### config.mk
export PLATFORM = sky130hd
export DESIGN_NAME = word_shift_rotate_unit
export DESIGN_NICKNAME = d
export VERILOG_FILES = /design/src/hdl/wsru_pkg.sv /design/src/hdl/word_shift_rotate_unit.sv
export SDC_FILE = /design/constraint.sdc
export NUM_CORES = 1
export LEC_CHECK = 0
export ABC_AREA = 1
export ABC_CLOCK_PERIOD_IN_PS = 3200
export BUFFER_PORTS_ARGS = -buffer_cell sky130_fd_sc_hd__buf_2
export CAP_MARGIN = 10
export CORE_MARGIN = 2
export CORE_UTILIZATION = 30
export CTS_BUF_LIST = sky130_fd_sc_hd__clkbuf_4 sky130_fd_sc_hd__clkbuf_8
export DETAILED_ROUTE_END_ITERATION = 10
export PLACE_DENSITY = 0.54
export SYNTH_ARGS = -nofsm -noshare
export SYNTH_HDL_FRONTEND = slang
export SYNTH_SLANG_ARGS = --single-unit
### constraint.sdc
create_clock -name clk -period 3.2 [get_ports clk]
set_input_delay 0.64 -clock clk [delete_from_list [all_inputs] [get_ports clk]]
set_output_delay 0.64 -clock clk [all_outputs]
set_load 0.02 [all_outputs]
### src/hdl/wsru_pkg.sv
// Package for the word shift and rotate unit: operation codes and stage types.
package wsru_pkg;

	localparam int unsigned OpWidth    = 4;
	localparam int unsigned WordWidth  = 16;
	localparam int unsigned CountWidth = 8;
	localparam int unsigned AmtWidth   = 5;
	localparam logic [AmtWidth-1:0] RcModulus = 5'd17;
	localparam logic [AmtWidth-1:0] HalfShift = 5'd16;

	typedef enum logic [OpWidth-1:0] {
		OP_SHLD = 4'd0,
		OP_SHRD = 4'd1,
		OP_ROL  = 4'd2,
		OP_ROR  = 4'd3,
		OP_RCL  = 4'd4,
		OP_RCR  = 4'd5,
		OP_SHL  = 4'd6,
		OP_SHR  = 4'd7,
		OP_SAR  = 4'd8
	} op_t;

	typedef struct packed {
		logic rv;
		logic cov;
		logic szp;
	} upd_t;

	typedef struct packed {
		logic [OpWidth-1:0]   op;
		logic [WordWidth-1:0] a;
		logic [WordWidth-1:0] b;
		logic                 cin;
		logic [AmtWidth-1:0]  c5;
		logic [3:0]           c4;
		logic [AmtWidth-1:0]  n17;
		upd_t                 upd;
	} dec_t;

	typedef struct packed {
		logic [WordWidth-1:0] res;
		logic                 rv;
		logic                 cf;
		logic                 of;
		logic                 cov;
		logic                 szp;
	} exe_t;

endpackage

### src/hdl/word_shift_rotate_unit.sv
// Word shift and rotate unit: three-stage pipeline for 16-bit x86 shifts and rotates.
//
// Usage:
//   Request channel (req_valid / req_stall) carries op, operand, fill_operand,
//   shift_count and carry_in. An item is taken on a rising edge with req_valid
//   high and req_stall low.
//   Response channel (rsp_valid / rsp_stall) carries the result word, the
//   carry, overflow, sign, zero and parity flags and their write enables.
//   An accepted item passes the stage-one, stage-two and stage-three registers
//   in order; rsp_valid rises once it is in stage three. Stage one decodes
//   and masks the count, stage two runs the barrel shifters, stage three forms
//   the sign, zero and parity flags into the output register.
//   Throughput is one item per cycle while rsp_stall is low; empty stages fill
//   while the output waits, so req_stall rises only once all three stages hold items.
//   When rsp_stall is high the output item holds unchanged until taken.
//   Reset (arst_n low) empties the pipeline; no item is lost or repeated
//   across a stall.
module word_shift_rotate_unit
	import wsru_pkg::*;
(
	input  logic                  clk,
	input  logic                  arst_n,
	input  logic                  req_valid,
	output logic                  req_stall,
	input  logic [OpWidth-1:0]    op,
	input  logic [WordWidth-1:0]  operand,
	input  logic [WordWidth-1:0]  fill_operand,
	input  logic [CountWidth-1:0] shift_count,
	input  logic                  carry_in,
	output logic                  rsp_valid,
	input  logic                  rsp_stall,
	output logic [WordWidth-1:0]  result,
	output logic                  result_valid,
	output logic                  carry_out,
	output logic                  overflow_out,
	output logic                  carry_overflow_valid,
	output logic                  sign_out,
	output logic                  zero_out,
	output logic                  parity_out,
	output logic                  szp_valid
);

	logic v_s1, v_s2, v_s3;
	logic en1, en2, en3;
	dec_t dec_d, dec_s1;
	exe_t exe_d, exe_s2;

	logic [WordWidth-1:0] res_s3;
	logic                 rv_s3, cf_s3, of_s3, cov_s3, sf_s3, zf_s3, pf_s3, szp_s3;

	assign en3       = !v_s3 || !rsp_stall;
	assign en2       = !v_s2 || en3;
	assign en1       = !v_s1 || en2;
	assign req_stall = !en1;

	// decode
	logic [AmtWidth-1:0] c5_d;
	logic [3:0]          c4_d;
	logic [AmtWidth-1:0] n17_d;

	always_comb begin
		c5_d  = shift_count[AmtWidth-1:0];
		c4_d  = shift_count[3:0];
		n17_d = (c5_d >= RcModulus) ? c5_d - RcModulus : c5_d;
		dec_d.op  = op;
		dec_d.a   = operand;
		dec_d.b   = fill_operand;
		dec_d.cin = carry_in;
		dec_d.c5  = c5_d;
		dec_d.c4  = c4_d;
		dec_d.n17 = n17_d;
		dec_d.upd = '0;
		unique case (op_t'(op))
			OP_SHLD, OP_SHRD, OP_SHL, OP_SHR, OP_SAR: begin
				dec_d.upd.rv  = c5_d != '0;
				dec_d.upd.cov = c5_d != '0;
				dec_d.upd.szp = c5_d != '0;
			end
			OP_ROL, OP_ROR: begin
				dec_d.upd.rv  = c4_d != '0;
				dec_d.upd.cov = (c4_d != '0) || shift_count[4];
			end
			OP_RCL, OP_RCR: begin
				dec_d.upd.rv  = n17_d != '0;
				dec_d.upd.cov = n17_d != '0;
			end
			default: begin
				dec_d.upd = '0;
			end
		endcase
	end

	// shifters
	logic [AmtWidth-1:0]      sm1;
	logic [2*WordWidth-1:0]   shld_t, shld_x, shrd_r, shrd_x, wide_a, shr_w;
	logic [2*WordWidth-1:0]   rol_w, ror_w, shl_w;
	logic [2*WordWidth+1:0]   rcl_w, rcr_w;
	logic [WordWidth:0]       x17, rcl_y, rcr_y;
	logic [WordWidth-1:0]     shld_res, shrd_res;
	logic signed [WordWidth-1:0] sar_w;
	logic [WordWidth-1:0]     r;
	logic                     c, o;

	always_comb begin
		sm1    = dec_s1.c5 - 5'd1;
		wide_a = {{WordWidth{1'b0}}, dec_s1.a};
		shld_t = {dec_s1.a, dec_s1.b} << sm1;
		shld_x = (dec_s1.c5 > HalfShift) ? wide_a << (dec_s1.c5 - HalfShift) : '0;
		shld_res = shld_t[2*WordWidth-2:WordWidth-1] | shld_x[2*WordWidth-1:WordWidth];
		shrd_r = {dec_s1.b, dec_s1.a} >> dec_s1.c5;
		shrd_x = (dec_s1.c5 > HalfShift) ? wide_a << (5'd0 - dec_s1.c5) : '0;
		shrd_res = shrd_r[WordWidth-1:0] | shrd_x[WordWidth-1:0];
		shr_w  = wide_a >> sm1;
		shl_w  = wide_a << sm1;
		rol_w  = {dec_s1.a, dec_s1.a} << dec_s1.c4;
		ror_w  = {dec_s1.a, dec_s1.a} >> dec_s1.c4;
		x17    = {dec_s1.cin, dec_s1.a};
		rcl_w  = {x17, x17} << dec_s1.n17;
		rcr_w  = {x17, x17} >> dec_s1.n17;
		rcl_y  = rcl_w[2*WordWidth+1:WordWidth+1];
		rcr_y  = rcr_w[WordWidth:0];
		sar_w  = $signed(dec_s1.a) >>> sm1;
		r = dec_s1.a;
		c = 1'b0;
		o = 1'b0;
		unique case (op_t'(dec_s1.op))
			OP_SHLD: begin
				r = shld_res;
				c = shld_t[2*WordWidth-1];
				o = c ^ r[15];
			end
			OP_SHRD: begin
				r = shrd_res;
				c = shr_w[0];
				o = r[14] ^ r[15];
			end
			OP_ROL: begin
				r = rol_w[2*WordWidth-1:WordWidth];
				c = r[0];
				o = r[0] ^ r[15];
			end
			OP_ROR: begin
				r = ror_w[WordWidth-1:0];
				c = r[15];
				o = r[14] ^ r[15];
			end
			OP_RCL: begin
				r = rcl_y[WordWidth-1:0];
				c = rcl_y[WordWidth];
				o = c ^ r[15];
			end
			OP_RCR: begin
				r = rcr_y[WordWidth-1:0];
				c = rcr_y[WordWidth];
				o = r[14] ^ r[15];
			end
			OP_SHL: begin
				r = {shl_w[WordWidth-2:0], 1'b0};
				c = shl_w[WordWidth-1];
				o = c ^ r[15];
			end
			OP_SHR: begin
				r = shr_w[WordWidth:1];
				c = shr_w[0];
				o = r[14] ^ r[15];
			end
			OP_SAR: begin
				r = WordWidth'(sar_w >>> 1);
				c = sar_w[0];
				o = 1'b0;
			end
			default: begin
				r = dec_s1.a;
				c = 1'b0;
				o = 1'b0;
			end
		endcase
		exe_d.res = dec_s1.upd.rv ? r : dec_s1.a;
		exe_d.rv  = dec_s1.upd.rv;
		exe_d.cf  = dec_s1.upd.cov & c;
		exe_d.of  = dec_s1.upd.cov & o;
		exe_d.cov = dec_s1.upd.cov;
		exe_d.szp = dec_s1.upd.szp;
	end

	always_ff @(posedge clk or negedge arst_n) begin
		if (!arst_n) begin
			v_s1 <= 1'b0;
			v_s2 <= 1'b0;
			v_s3 <= 1'b0;
		end else begin
			if (en1) v_s1 <= req_valid;
			if (en2) v_s2 <= v_s1;
			if (en3) v_s3 <= v_s2;
		end
	end

	always_ff @(posedge clk) begin
		if (en1) begin
			dec_s1 <= dec_d;
		end
		if (en2) begin
			exe_s2 <= exe_d;
		end
		if (en3) begin
			res_s3 <= exe_s2.res;
			rv_s3  <= exe_s2.rv;
			cf_s3  <= exe_s2.cf;
			of_s3  <= exe_s2.of;
			cov_s3 <= exe_s2.cov;
			szp_s3 <= exe_s2.szp;
			sf_s3  <= exe_s2.szp & exe_s2.res[WordWidth-1];
			zf_s3  <= exe_s2.szp & (exe_s2.res == '0);
			pf_s3  <= exe_s2.szp & ~(^exe_s2.res[7:0]);
		end
	end

	assign rsp_valid            = v_s3;
	assign result               = res_s3;
	assign result_valid         = rv_s3;
	assign carry_out            = cf_s3;
	assign overflow_out         = of_s3;
	assign carry_overflow_valid = cov_s3;
	assign sign_out             = sf_s3;
	assign zero_out             = zf_s3;
	assign parity_out           = pf_s3;
	assign szp_valid            = szp_s3;

endmodule

==> results of run 1 <==
cell usage in the layout, fill, tap and decap left out, types with 2 or more instances in the layout:
cell type / instances
a21boi_1: 2
a21oi_1: 54
a22oi_1: 4
a31oi_1: 8
and2_1: 12
buf_12: 8
buf_2: 71
buf_4: 75
clkbuf_8: 9
clkinvlp_4: 3
dfrtp_1: 3
edfxtp_1: 95
ha_1: 8
inv_1: 86
inv_2: 14
inv_6: 2
nand2_1: 769
nand2_2: 20
nand2_4: 3
nand3_1: 568
nand3b_1: 3
nand4_1: 10
nor2_1: 144
nor2_2: 8
nor2_4: 4
nor3_1: 7
nor3_2: 4
o211ai_1: 35
o21a_1: 7
o21ai_0: 74
o21ai_1: 36
o22ai_1: 5
xnor2_1: 2
xor2_1: 2
state kept, by name, summed over array words and instances (netlist names):
signal and cells:
rsp_valid 1, dec_s1 50, carry_out 1, overflow_out 1, szp_valid 1, sign_out 1
result_valid 1, exe_s2 21, v_s2 1, result 16, zero_out 1, parity_out 1
carry_overflow_valid 1, v_s1 1
worst max path at each step:
stage | end | slack (ns)
floorplan | dec_s1[0] | 0.002
global placement | exe_s2[11] | 0.26
detailed placement | exe_s2[15] | 0.25
CTS | exe_s2[2] | 0.20
global route | exe_s2[7] | 0.03
finish | exe_s2[7] | 0.13
metrics by stage:
| step | instance area [µm²] | instances | total power, mW | setup slack [ns] | util [%] |
|---|---|---|---|---|---|
| final | 13600 | 2707 | 6.29 | 0.128 | 33.5 |
| after global routing | 13600 | 2707 | 6.72 | 0.0326 | 33.5 |
| after CTS | 13600 | 2707 | 6.22 | 0.201 | 33.5 |
| after floorplan | 12300 | 2131 | 4.06 | 0.00246 | - |
| after global placement | 13400 | 2690 | 5.29 | 0.257 | 32.9 |
| after detailed placement | 13400 | 2690 | 5.28 | 0.246 | 32.9 |
routing by layer:
| metal | vias to the layer above | part of all wire, % | GRT usage, % |
|---|---|---|---|
| met4 | 0 | 4.1 | 12.0 |
| met3 | 125 | 10 | 5.93 |
| met1 | 7308 | 44 | 40.7 |
| met5 | - | 0 | 0 |
| met2 | 890 | 42 | 42.5 |
| li1 | 7295 | - | - |
kinds of logic after synthesis:
kind of cell	count (synthesis)	synth area share, %
adder cells (fa/ha/maj)	9	0.918
flip-flops	98	23.9
buffers and inverters	230	8.57
AO/OA/AOI/OAI	232	10.8
XOR/XNOR	4	0.286
AND/OR/NAND/NOR	1558	55.5
synth_stat cells, types with 2 or more instances:
cell	instances
nand2_1	769
nand3_1	568
xnor2_1	2
dfrtp_1	3
edfxtp_1	95
a22oi_1	4
a21oi_1	54
nor3_2	3
buf_1	10
clkbuf_1	42
a31oi_1	8
buf_4	15
nand2_2	20
nor2_4	4
a21boi_1	2
inv_1	88
and2_1	12
o21ai_1	36
nand4_1	10
buf_2	53
o22ai_1	5
nor2_1	145
ha_1	9
inv_2	13
xor2_1	2
nor2_2	7
nor3_1	8
nand2_4	3
o211ai_1	35
o21ai_0	74
buf_8	2
nand3b_1	3
buf_6	5
o21a_1	7
power groups by stage:
stage	Clock, mW	Sequential [mW]	Combinational, mW
floorplan	0	1.79	2.27
global placement	0	1.82	3.46
finish	0.926	1.80	3.57
detailed placement	0	1.83	3.46
global route	1.01	1.81	3.89
CTS	0.959	1.80	3.47
cell type report:
class,instances,area (µm²)
fillers,4615,27000
multi-input cells,1803,8290
flip-flops and latches,98,2930
repair buffers,155,1090
well taps,532,666
inverters,103,395
clock buffers,10,131
clock inverters,6,73.8
==> impl_results.md, run 1 <==
* DIE AREA at 0.0425 mm²
* H-tree depth at 3
* Critical Path, Cell by Cell: inv_6, ha_2, nand3_1, nand2_4, inv_2, nand2_2, inv_1, nand3_1, nand2_1, inv_1, o21ai_1, nor2_1, nand2_1, nor2_1, nor2_1
* Largest net degree at the start of global routing at 56
* Final Slew Violations at 0
* Post-synthesis sequential area ratio at 23.9%
* Rows at 74
* Critical Path AT at 3.26 ns
* Fmax at 326 MHz
* Static Leak at 6.34 nW
* TNS Setup at 0 ns
* Initial core utilization at 30.2%
* CTS Hold Bufs at 1
* I/O pin cnt at 75
* Buf/Inv on CP at 4
* Syn_area_per_cell at 5.75 µm²
* Crit Path Max Fanout at 18
* Number of buffers created by CTS at 9
* Area growth syn-to-layout at 10.7%
* RR Endpoint: exe_s2[7]
* Psw at 3.26 mW
* Die span in x at 206 µm
* Dpl hpwl at 47300 µm
* Largest delay contributor family on the critical path: simple AND/OR/NAND/NOR gates
* Power per cell area at 464 mW/mm²
* HP Class: in -> reg
* # port buffers at 71
* RSZ-0062 raised after global routing: false
* Yosys cell types at 49
* Post-DRT Antenna Nets at 0
* Asr flop ratio synth at 3.06%
* Number of diodes at 0
* Crit path top cell by count: nor2_1
* Final Hold Fails at 0
* Via density per instance at 5.77
* Gr usage total at 28.9%
* Synth area leader: nand2_1
* Clock transition at path regs at 0.14 ns
* Critical Path Source: dec_s1[12]
* Cts repair resizes at 0
* DRC errors left at 0
* GPL Wtd Cong at 1.01
* #FFs+latches synth at 98
* Initial antenna violation count at 0
* Worst relative slew slack at 48.0%
* Fin crit period at 3.07 ns
* Crit Path Category: reg -> reg
* Syn_nets at 2189
* Worst-Margin Slew at 0.780 ns
* Final period util at 96.0%
* Seq pwr share at 28.6%
* Status: completed
* Layout cells sized above 1 at 10.7%
* Clock power share at 14.7%
* Post-synth EDFFs at 95
* Wirelength, routed at 61000 µm
* Setup violators final at 0
* Crit-path slowest cell: edfxtp_1
* Combinational Power Share at 56.7%
* Skew final at 0.0384 ns
* CP Launch Type: flop
* Die Ht at 206 µm
* Top cell type's share of synthesized area at 23.5%
* Core footprint at 0.0406 mm²
* Setup crit end kind: flop
* Root Buffer Master: clkbuf_8
* Drt wl/cell at 22.5 µm
* Min-Delay Startpoint: fill_operand[0]
* Internal power at 3.03 mW
* Max Root-Sink Buffers at 2
* R2r worst-path depth at 15
* Hold Path Sink: dec_s1[18]
* Yosys warning total at 0
* Main area contributors after synthesis: nand2_1, edfxtp_1, nand3_1, nor2_1, o21ai_0
* Vias at 15600
* Instance count on the critical path at 15
* Clk Latency, worst-skew pair at 0.47 ns
* CTS tree: done
* Clock sink count at 98
* Reg2Reg Setup Slack at 0.13 ns
* Top FF cell, synth: edfxtp_1
* GRT overflow at 0
* Number of global-route vias before repair at 14200
* First-pass GRT wire length at 90500 µm
* Initial DRC Count at 2068
* WHS Path Cells at 1
* Crit path required time at 3.39 ns
* Reg-to-Reg Start: dec_s1[12]
* Hold Slack at 0.329 ns
* Post-CTS Setup Inserts at 0
* Layout Nets at 2228
* Sw Ratio at 51.9%
* Peak VDD IR at 269 µV
* Maxcap violations at 0
* First drt pass iteration count at 6
* Syn Inst Count at 2131
* Cell Area, Synth at 0.0123 mm²
* Max stage delay on crit path at 0.50 ns
Power figures use the tool's default switching activity.
==> inputs of run 2 (changes only) <==
- RECOVER_POWER: unset -> 25
==> run 2 against run 1 <==
Clock power is essentially flat; fmax increased by 0.14%; die area is the same; register-to-register slack is essentially flat; sequential cell count is the same; critical path depth increased by 2; count of clock-buffer cells in the layout unchanged; sequential share of layout area barely moved; clock skew decreased by 0.00072 ns; non-clock buffer count is the same; cell area is essentially flat; largest cell class unchanged.
==> impl_results.md, run 2 (same netlist as run 1, synthesis figures left out) <==
* GPL Wtd Cong at 1.01 (unchanged)
* RR Endpoint: exe_s2[2]
* Core footprint at 0.0406 mm² (unchanged)
* Worst relative slew slack at 47.4% (-0.59 points)
* Critical Path AT at 3.27 ns (about the same)
* I/O pin cnt at 75 (unchanged)
* Commonest non-fill, non-tap cells in the layout: nand2_1, nand3_1, nor2_1, edfxtp_1, inv_1
* First drt pass iteration count at 7 (+1)
* Initial antenna violation count at 0 (unchanged)
* Min-Delay Startpoint: fill_operand[0]
* Crit path required time at 3.40 ns (about the same)
* Worst-Margin Slew at 0.789 ns (+0.00888 ns)
* Die span in x at 206 µm (unchanged)
* Via density per instance at 5.77 (about the same)
* RSZ-0062 raised after global routing: false
* Register area at 0.00293 mm² (unchanged)
* DRC errors left at 0 (unchanged)
* Rows at 74 (unchanged)
* Vias at 15600 (+0.0064%)
* Final period util at 95.9% (-0.13 points)
* R2r worst-path depth at 17 (+2)
* Static Leak at 6.31 nW (-0.43%)
* Initial DRC Count at 2124 (+2.7%)
* CTS tree: done
* Area occupied by multi-input gates at 0.00829 mm² (unchanged)
* Hold Path Sink: dec_s1[18]
* Initial core utilization at 30.2% (unchanged)
* Setup violators final at 0 (unchanged)
* Hold Slack at 0.331 ns (+0.00219 ns)
* Clock sink count at 98 (unchanged)
* Peak VDD IR at 267 µV (-0.59%)
* Commonest non-fill, non-tap cell in the layout: nand2_1
* Top reg by flops: dec_s1
* Status: completed
* Reg-to-Reg Start: dec_s1[12]
* CP Launch Type: flop
* Final Hold Fails at 0 (unchanged)
* Reg2Reg Setup Slack at 0.13 ns (about the same)
* Max Root-Sink Buffers at 2 (unchanged)
* Wirelength, routed at 60900 µm (-0.17%)
* DIE AREA at 0.0425 mm² (unchanged)
* Maxcap violations at 0 (unchanged)
* First-pass GRT wire length at 90500 µm (unchanged)
* Number of diodes at 0 (unchanged)
* Layout cells sized above 1 at 10.2% (-0.46 points)
* Number of global-route vias before repair at 14200 (unchanged)
* Crit Path Max Fanout at 31 (+13)
* Clk Latency, worst-skew pair at 0.47 ns (about the same)
* Fin crit period at 3.07 ns (-0.00424 ns)
* Number of buffers created by CTS at 9 (unchanged)
* Largest net degree at the start of global routing at 56 (unchanged)
* Filler Cells Inserted at 4616 (+0.022%)
* Root Buffer Master: clkbuf_8
* Dpl hpwl at 47300 µm (unchanged)
* Area growth syn-to-layout at 10.6% (about the same)
* Clock transition at path regs at 0.14 ns (about the same)
* Post-DRT Antenna Nets at 0 (unchanged)
* Power per cell area at 464 mW/mm² (about the same)
* Gr usage total at 28.9% (unchanged)
* TNS Setup at 0 ns (unchanged)
* # port buffers at 71 (unchanged)
* Max reg flops at 50 (unchanged)
* GRT overflow at 0 (unchanged)
* HP Class: in -> reg
* Die Ht at 206 µm (unchanged)
* Crit Path Category: reg -> reg
* Layout Nets at 2228 (unchanged)
* Setup crit end kind: flop
* WHS Path Cells at 1 (unchanged)
* Post-CTS Setup Inserts at 0 (unchanged)
* H-tree depth at 3 (unchanged)
* Skew final at 0.0376 ns (-0.000722 ns)
* Final Slew Violations at 0 (unchanged)
* Drt wl/cell at 22.5 µm (-0.17%)
* Fmax at 326 MHz (+0.14%)
==> run 2: changes by cell type in the layout (fill, tap and decap cells not counted) <==
cell      previous run  this run
buf_2               71        61
clkbuf_1             0        10
==> run 2: worst max path at each step <==
stage                from          to  slack [ns]  cells past startpoint
6_report       dec_s1[12]   exe_s2[2]        0.13                     17
5_1_grt        dec_s1[12]   exe_s2[7]        0.03                     15
4_1_cts        dec_s1[12]   exe_s2[2]        0.20                     17
3_5_place_dp   dec_s1[12]  exe_s2[15]        0.25                     14
3_3_place_gp   dec_s1[12]  exe_s2[11]        0.26                     16
2_1_floorplan   rsp_stall   dec_s1[0]       0.002                      5
==> run 2: layout make-up <==
| cell class | instances | share of cell area, % |
|---|---|---|
| clock buffers | 10 | 0.969 |
| clock inverters | 6 | 0.544 |
| inverters | 103 | 2.92 |
| multi-input cells | 1803 | 61.1 |
| flip-flops and latches | 98 | 21.6 |
| well taps | 532 | 4.91 |
| repair buffers | 155 | 7.93 |
==> run 2: stage by stage <==
| step | setup WS, ns | std cells | area (µm²) | utilization (%) | total power [mW] |
|---|---|---|---|---|---|
| CTS | 0.201 | 2707 | 13600 | 33.5 | 6.22 |
| detailed placement | 0.246 | 2690 | 13400 | 32.9 | 5.28 |
| floorplan | 0.00246 | 2131 | 12300 | - | 4.06 |
| global route | 0.0326 | 2707 | 13600 | 33.4 | 6.72 |
| finish | 0.132 | 2707 | 13600 | 33.4 | 6.29 |
| global placement | 0.257 | 2690 | 13400 | 32.9 | 5.29 |
==> run 2: routing by layer <==
layer | part of all wire (%) | global-route usage (%)
met2 | 42 | 42.5
met5 | 0 | 0
met3 | 11 | 5.93
met1 | 43 | 40.7
met4 | 4.1 | 12.0
==> run 2: worst max-delay path: stages, from the launching register on <==
cell and delay, ns:
edfxtp_1 0.51, inv_6 0.19, ha_2 0.33, inv_2 0.25, buf_12 0.24, nand3_1 0.12
nand3_1 0.22, nand2_1 0.11, nand2_1 0.07, nand2_1 0.04, nand2_1 0.06, nand2_1 0.12
nand2_1 0.12, nand2_1 0.05, nand3_1 0.06, nand2_1 0.06, nor2_1 0.15, nor2_1 0.07
==> run 2: timing repair <==
action / CTS / global route
hold buffers: 1 / 0
setup endpoints to repair: 0 / 0
hold endpoints to repair: 3 / 0
gates resized for setup: 0 / 0
==> run 2: report_power, final <==
group          switching [mW]  internal, mW  total (mW)
clock network           0.549         0.379       0.928
registers               0.176          1.63        1.80
logic                    2.54          1.02        3.56
total                    3.26          3.03        6.29
